$ cat config.mk
export PLATFORM = sky130hd
export DESIGN_NAME = p3b_offset
export DESIGN_NICKNAME = d
export VERILOG_FILES = /design/src/hdl/p3b_pkg.sv /design/src/hdl/p3b_offset.sv
export SDC_FILE = /design/constraint.sdc
export NUM_CORES = 2
export LEC_CHECK = 0
export ABC_AREA = 0
export BUFFER_PORTS_ARGS = -buffer_cell sky130_fd_sc_hd__buf_2
export CORE_UTILIZATION = 35
export CTS_CLUSTER_DIAMETER = 30
export DETAILED_ROUTE_END_ITERATION = 7
export PLACE_DENSITY = 0.5
export SETUP_SLACK_MARGIN = 0.15
export SLEW_MARGIN = 20
export SYNTH_ARGS = -nofsm -noshare
export SYNTH_HDL_FRONTEND = slang
export SYNTH_SLANG_ARGS = --single-unit
$ cat constraint.sdc
create_clock -name clk_i -period 21.1 [get_ports clk_i]
set_input_delay 4.22 -clock clk_i [delete_from_list [all_inputs] [get_ports clk_i]]
set_output_delay 4.22 -clock clk_i [all_outputs]
set_load 0.01 [all_outputs]
$ cat src/hdl/p3b_pkg.sv
// ----------------------------------------------------------------------------
// p3b_pkg
// Types, constants and shared helpers of the ParamPoly3 to Bezier datapath.
// ----------------------------------------------------------------------------
package p3b_pkg;

  localparam logic [14:0] QUARTER_TURN = 15'd16384;

  // Odd sine polynomial coefficients, Q30
  localparam logic signed [32:0] SIN_K1 = 33'sd1686629713;
  localparam logic signed [32:0] SIN_K3 = 33'sd693598670;
  localparam logic signed [32:0] SIN_K5 = 33'sd85569307;
  localparam logic signed [32:0] SIN_K7 = 33'sd5026996;
  localparam logic signed [32:0] SIN_K9 = 33'sd172272;

  // Heading quadrant codes
  localparam logic [1:0] QUAD_0 = 2'd0;
  localparam logic [1:0] QUAD_1 = 2'd1;
  localparam logic [1:0] QUAD_2 = 2'd2;
  localparam logic [1:0] QUAD_3 = 2'd3;

  typedef struct packed {
    logic signed [31:0] coef_dv;
    logic signed [31:0] coef_cv;
    logic signed [31:0] coef_bv;
    logic signed [31:0] coef_du;
    logic signed [31:0] coef_cu;
    logic signed [31:0] coef_bu;
    logic               range_mode;
    logic        [30:0] seg_length;
    logic        [15:0] heading;
    logic signed [31:0] start_y;
    logic signed [31:0] start_x;
  } seg_t;

  typedef struct packed {
    logic signed [17:0] sn;
    logic signed [17:0] cs;
  } trig_t;

  typedef struct packed {
    logic signed [31:0] start_x;
    logic signed [31:0] start_y;
    trig_t              trig;
  } pass_t;

  typedef struct packed {
    logic signed [31:0] bu;
    logic signed [31:0] cu;
    logic signed [31:0] du;
    logic signed [31:0] bv;
    logic signed [31:0] cv;
    logic signed [31:0] dv;
  } coef_t;

  typedef struct packed {
    logic signed [33:0] u1;
    logic signed [33:0] u2;
    logic signed [33:0] u3;
    logic signed [33:0] v1;
    logic signed [33:0] v2;
    logic signed [33:0] v3;
  } off_t;

  // First member is the top; p0_x lands in the lowest bits
  typedef struct packed {
    logic signed [31:0] p3_y;
    logic signed [31:0] p3_x;
    logic signed [31:0] p2_y;
    logic signed [31:0] p2_x;
    logic signed [31:0] p1_y;
    logic signed [31:0] p1_x;
    logic signed [31:0] p0_y;
    logic signed [31:0] p0_x;
  } pts_t;

  function automatic logic signed [31:0] sat32(input logic signed [47:0] v);
    if (v > 48'sd2147483647) begin
      return 32'sh7FFFFFFF;
    end else if (v < -48'sd2147483648) begin
      return 32'sh80000000;
    end
    return v[31:0];
  endfunction

endpackage

$ cat src/hdl/p3b_offset.sv
// ----------------------------------------------------------------------------
// p3b_offset
// One-stage local control offsets, division by three rounded to nearest.
// ----------------------------------------------------------------------------
module p3b_offset
  import p3b_pkg::*;
(
  input  logic  clk_i,
  input  logic  rst_ni,
  input  logic  in_valid_i,
  output logic  in_ready_o,
  input  coef_t in_coef_i,
  input  pass_t in_pass_i,
  output logic  out_valid_o,
  input  logic  out_ready_i,
  output off_t  out_off_o,
  output pass_t out_pass_o
);

  // Bias that lifts every operand above zero, a multiple of three
  localparam logic signed [36:0] DIV3_BIAS = 37'sd51539607552;
  localparam logic signed [36:0] DIV3_BASE = 37'sd17179869184;

  logic  vld_q;
  logic  en;
  off_t  off_q;
  pass_t pass_q;
  off_t  off_d;

  // floor((v + 1) / 3): split w = a*2^18 + b, since 2^18 = 1 mod 3
  function automatic logic signed [33:0] rnd3(input logic signed [33:0] v);
    logic signed [36:0] ws;
    logic        [35:0] w;
    logic        [18:0] s;
    logic        [39:0] ps;
    logic        [35:0] q;
    logic signed [36:0] r;
    ws = 37'(v) + 37'sd1 + DIV3_BIAS;
    w  = ws[35:0];
    s  = {1'b0, w[35:18]} + {1'b0, w[17:0]};
    ps = s * 21'd699051;
    q  = 36'(w[35:18]) * 36'(17'd87381) + 36'(ps[39:21]);
    r  = $signed({1'b0, q}) - DIV3_BASE;
    return r[33:0];
  endfunction

  always_comb begin
    off_d.u1 = rnd3(34'(in_coef_i.bu));
    off_d.u2 = rnd3(34'(in_coef_i.bu) + 34'(in_coef_i.bu) + 34'(in_coef_i.cu));
    off_d.u3 = 34'(in_coef_i.bu) + 34'(in_coef_i.cu) + 34'(in_coef_i.du);
    off_d.v1 = rnd3(34'(in_coef_i.bv));
    off_d.v2 = rnd3(34'(in_coef_i.bv) + 34'(in_coef_i.bv) + 34'(in_coef_i.cv));
    off_d.v3 = 34'(in_coef_i.bv) + 34'(in_coef_i.cv) + 34'(in_coef_i.dv);
  end

  assign en = !vld_q || out_ready_i;

  always_ff @(posedge clk_i or negedge rst_ni) begin
    if (!rst_ni) begin
      vld_q <= 1'b0;
    end else if (en) begin
      vld_q <= in_valid_i;
    end
  end

  always_ff @(posedge clk_i) begin
    if (en) begin
      off_q  <= off_d;
      pass_q <= in_pass_i;
    end
  end

  assign in_ready_o  = en;
  assign out_valid_o = vld_q;
  assign out_off_o   = off_q;
  assign out_pass_o  = pass_q;

endmodule

==> results_dict.tcl <==
set metrics [dict create \
    clkTransAtPathRegs_ns 0.04 \
    cts_buffers 97 \
    min_period_ns 19.99 \
    maxCapViolations 0 \
    crit_fanout 4 \
    postRouteAntennaNets 0 \
    die_w_um 432 \
    grt-ovfl-total 0 \
    final_cell_mix "inv_1, ha_1, fa_1" \
    route.detailed.drc 0 \
    end_kind "flip-flop" \
    final-hold-violation-count 0 \
    cp-start-kind "input port" \
    r2r_slack_ns 18.34 \
    vias 46619 \
    crit_top_cell "fa_1" \
    synth.net_count 8977 \
    crit_start "in_coef_i[33]" \
    r2r_start "out_valid_o" \
    num_io_pins 602 \
    synth_area_mm2 0.0648 \
    final_nets 9825 \
    synth.distinct_cells 73 \
    crit_required_ns 21.53 \
    clk_latency_ns 0.71 \
    grt_usage_pct 20.7 \
    critical_path.top_delay_family "compound AO/OA/AOI/OAI gates" \
    fin_skew_ns 0.0358 \
    slew_headroom_pct 27.9 \
    grt_pass1_vias 49447 \
    status "complete, no violations" \
    critical_path_depth 70 \
    postSynthAreaPerCell_um2 10.2 \
    fillers 18223 \
    die_area_mm2 0.187 \
    drv_slew 0 \
    reg2regPathDepth 4 \
    syn_inst 6339 \
    cp_num_buf_inv 7 \
    die_h_um 432 \
    avgRoutedWirePerCell_um 19.8 \
    cts_hold_buf 0 \
    worstMarginPinSlew_ns 1.07 \
    core_mm2 0.183 \
    port_buffers 601 \
    htreeDepth 3 \
    fin_ws_ns 1.11 \
    hp-start "out_valid_o" \
    synth_edf_count 304 \
    layout-drive-gt1-share_pct 13.1 \
    crit_slowest_cell "fa_1" \
    synth_ff_type "edfxtp_1" \
    ys_warn_count 0 \
    crit_arrival_ns 20.42 \
    grt_pass1_wl_um 291000 \
    holdPathStages 3 \
    async_reset_ff_share_pct 0.328 \
    setup_viol 0 \
    critPathKind "input port to flip-flop" \
    area_delta_synth_final_pct 16.6 \
    cts_tree "done" \
    fmax_mhz 50.0 \
    crit_path_end "out_off_o[67]" \
    num_rows 157 \
    first_iter_violations 1951 \
    dp_hpwl_um 173000 \
    routabilityCongestion 0.941 \
    drt_wl_total_um 193000 \
    ys_seq_area_share_pct 14.1 \
    final_common_cell "inv_1" \
    ys_ff_latch 305 \
    drt-vias-per-instance 4.78 \
    cts-resized-gates 0 \
    rsz0062_at_grt "true" \
    grt_max_degree 101 \
    firstDrtPassIters 5 \
    r2r_end "out_off_o[153]" \
    cts_sinks 305 \
    clock-root-buffer "clkbuf_16" \
    max_stage_delay_ns 0.55 \
    pre_cts_ws_ns 0.188 \
    final.setup.tns_ns 0 \
    start_util_pct 35.3 \
    period_share_pct 94.7 \
    hp-class "flip-flop to flip-flop" \
    post_cts_buffers 0 \
    antenna_found_initial 22 \
    cts_buffer_depth 3 \
]
cells in the mapped netlist, types with 8 or more instances:
cell type	n	area, um2
clkbuf_1	8	30.0
nor2_1	240	901
nand2b_1	46	288
inv_1	1599	6000
o2111ai_1	9	78.8
nand2_1	135	507
a31o_2	14	123
o21ai_1	8	40.0
o31a_1	13	114
a31oi_1	18	113
xor2_1	121	1060
nor3_1	66	330
a211oi_1	32	240
xnor2_1	283	2480
o21a_1	57	428
fa_1	934	18700
or2_2	11	68.8
a21oi_1	263	1320
or3_1	14	87.6
and4_1	12	105
o21bai_1	40	300
ha_1	1408	17600
and3_1	48	300
o21ai_0	155	776
nand4_1	26	163
a2111oi_0	9	78.8
a211o_1	14	123
nor2b_1	55	344
a21boi_0	18	135
o31ai_1	17	128
a221o_1	10	100
and2_1	23	144
edfxtp_1	304	9130
a21o_1	149	1120
nand3_1	79	395
o211ai_1	13	97.6
worst reg2reg max path, cell delays in order (launching register included):
cell      delay [ns]
dfrtp_1         0.40
nand2b_4        0.32
buf_4           0.36
buf_4           0.53
buf_4           0.69
stage by stage:
stage	instances	utilization, %	instance area, um2	hold slack (ns)
after floorplan	6339	-	64800	3.92
after global placement	9552	39.3	72100	1.14
after detailed placement	9552	39.3	72100	1.15
after CTS	9732	41.1	75400	1.16
after global routing	9742	41.2	75500	1.14
final	9744	41.2	75500	1.10
logic make-up (layout without fill, tap and decap cells):
| kind of cell | count (synthesis) | after routing | synth area share [%] |
|---|---|---|---|
| mux | 3 | 3 | 0.0464 |
| fa+ha+maj | 2342 | 2342 | 56.1 |
| buf+inv | 1608 | 2537 | 9.32 |
| flops | 305 | 305 | 14.1 |
| xor+xnor | 405 | 405 | 5.50 |
| other cells | 0 | 12 | 0 |
| simple gates | 778 | 778 | 5.90 |
| compound gates | 898 | 898 | 9.05 |
metal layers:
metal  vias up  GRT usage [%]  part of all wire [%]
met4         4           6.38                   3.2
met1     22952           26.9                    44
met2       894           35.5                    48
met5         -              0                0.0093
met3       232           2.91                   4.3
li1      22537              -                     -
state kept, by name (all words and copies together), names as in the netlist:
name / count
out_valid_o: 1
out_off_o: 204
out_pass_o: 100
worst min-delay path by stage:
stage	to	slack, ns
after floorplan	out_valid_o	3.92
after CTS	out_valid_o	1.16
after global routing	out_valid_o	1.14
after detailed placement	out_valid_o	1.15
after global placement	out_valid_o	1.14
final	out_valid_o	1.10
cell type report:
cell class	count	area (um2)	share of cell area, %
repair buffers	758	4200	5.56
inverters	1599	6000	7.95
diodes	12	30.0	0.0398
clock inverters	65	877	1.16
clock buffers	115	2490	3.30
well taps	2464	3080	4.08
multi-input cells	4426	49700	65.8
flip-flops and latches	305	9150	12.1
Power is not shown: default switching activity piles up to over one toggle a cycle in this logic, so the estimate is an artifact.
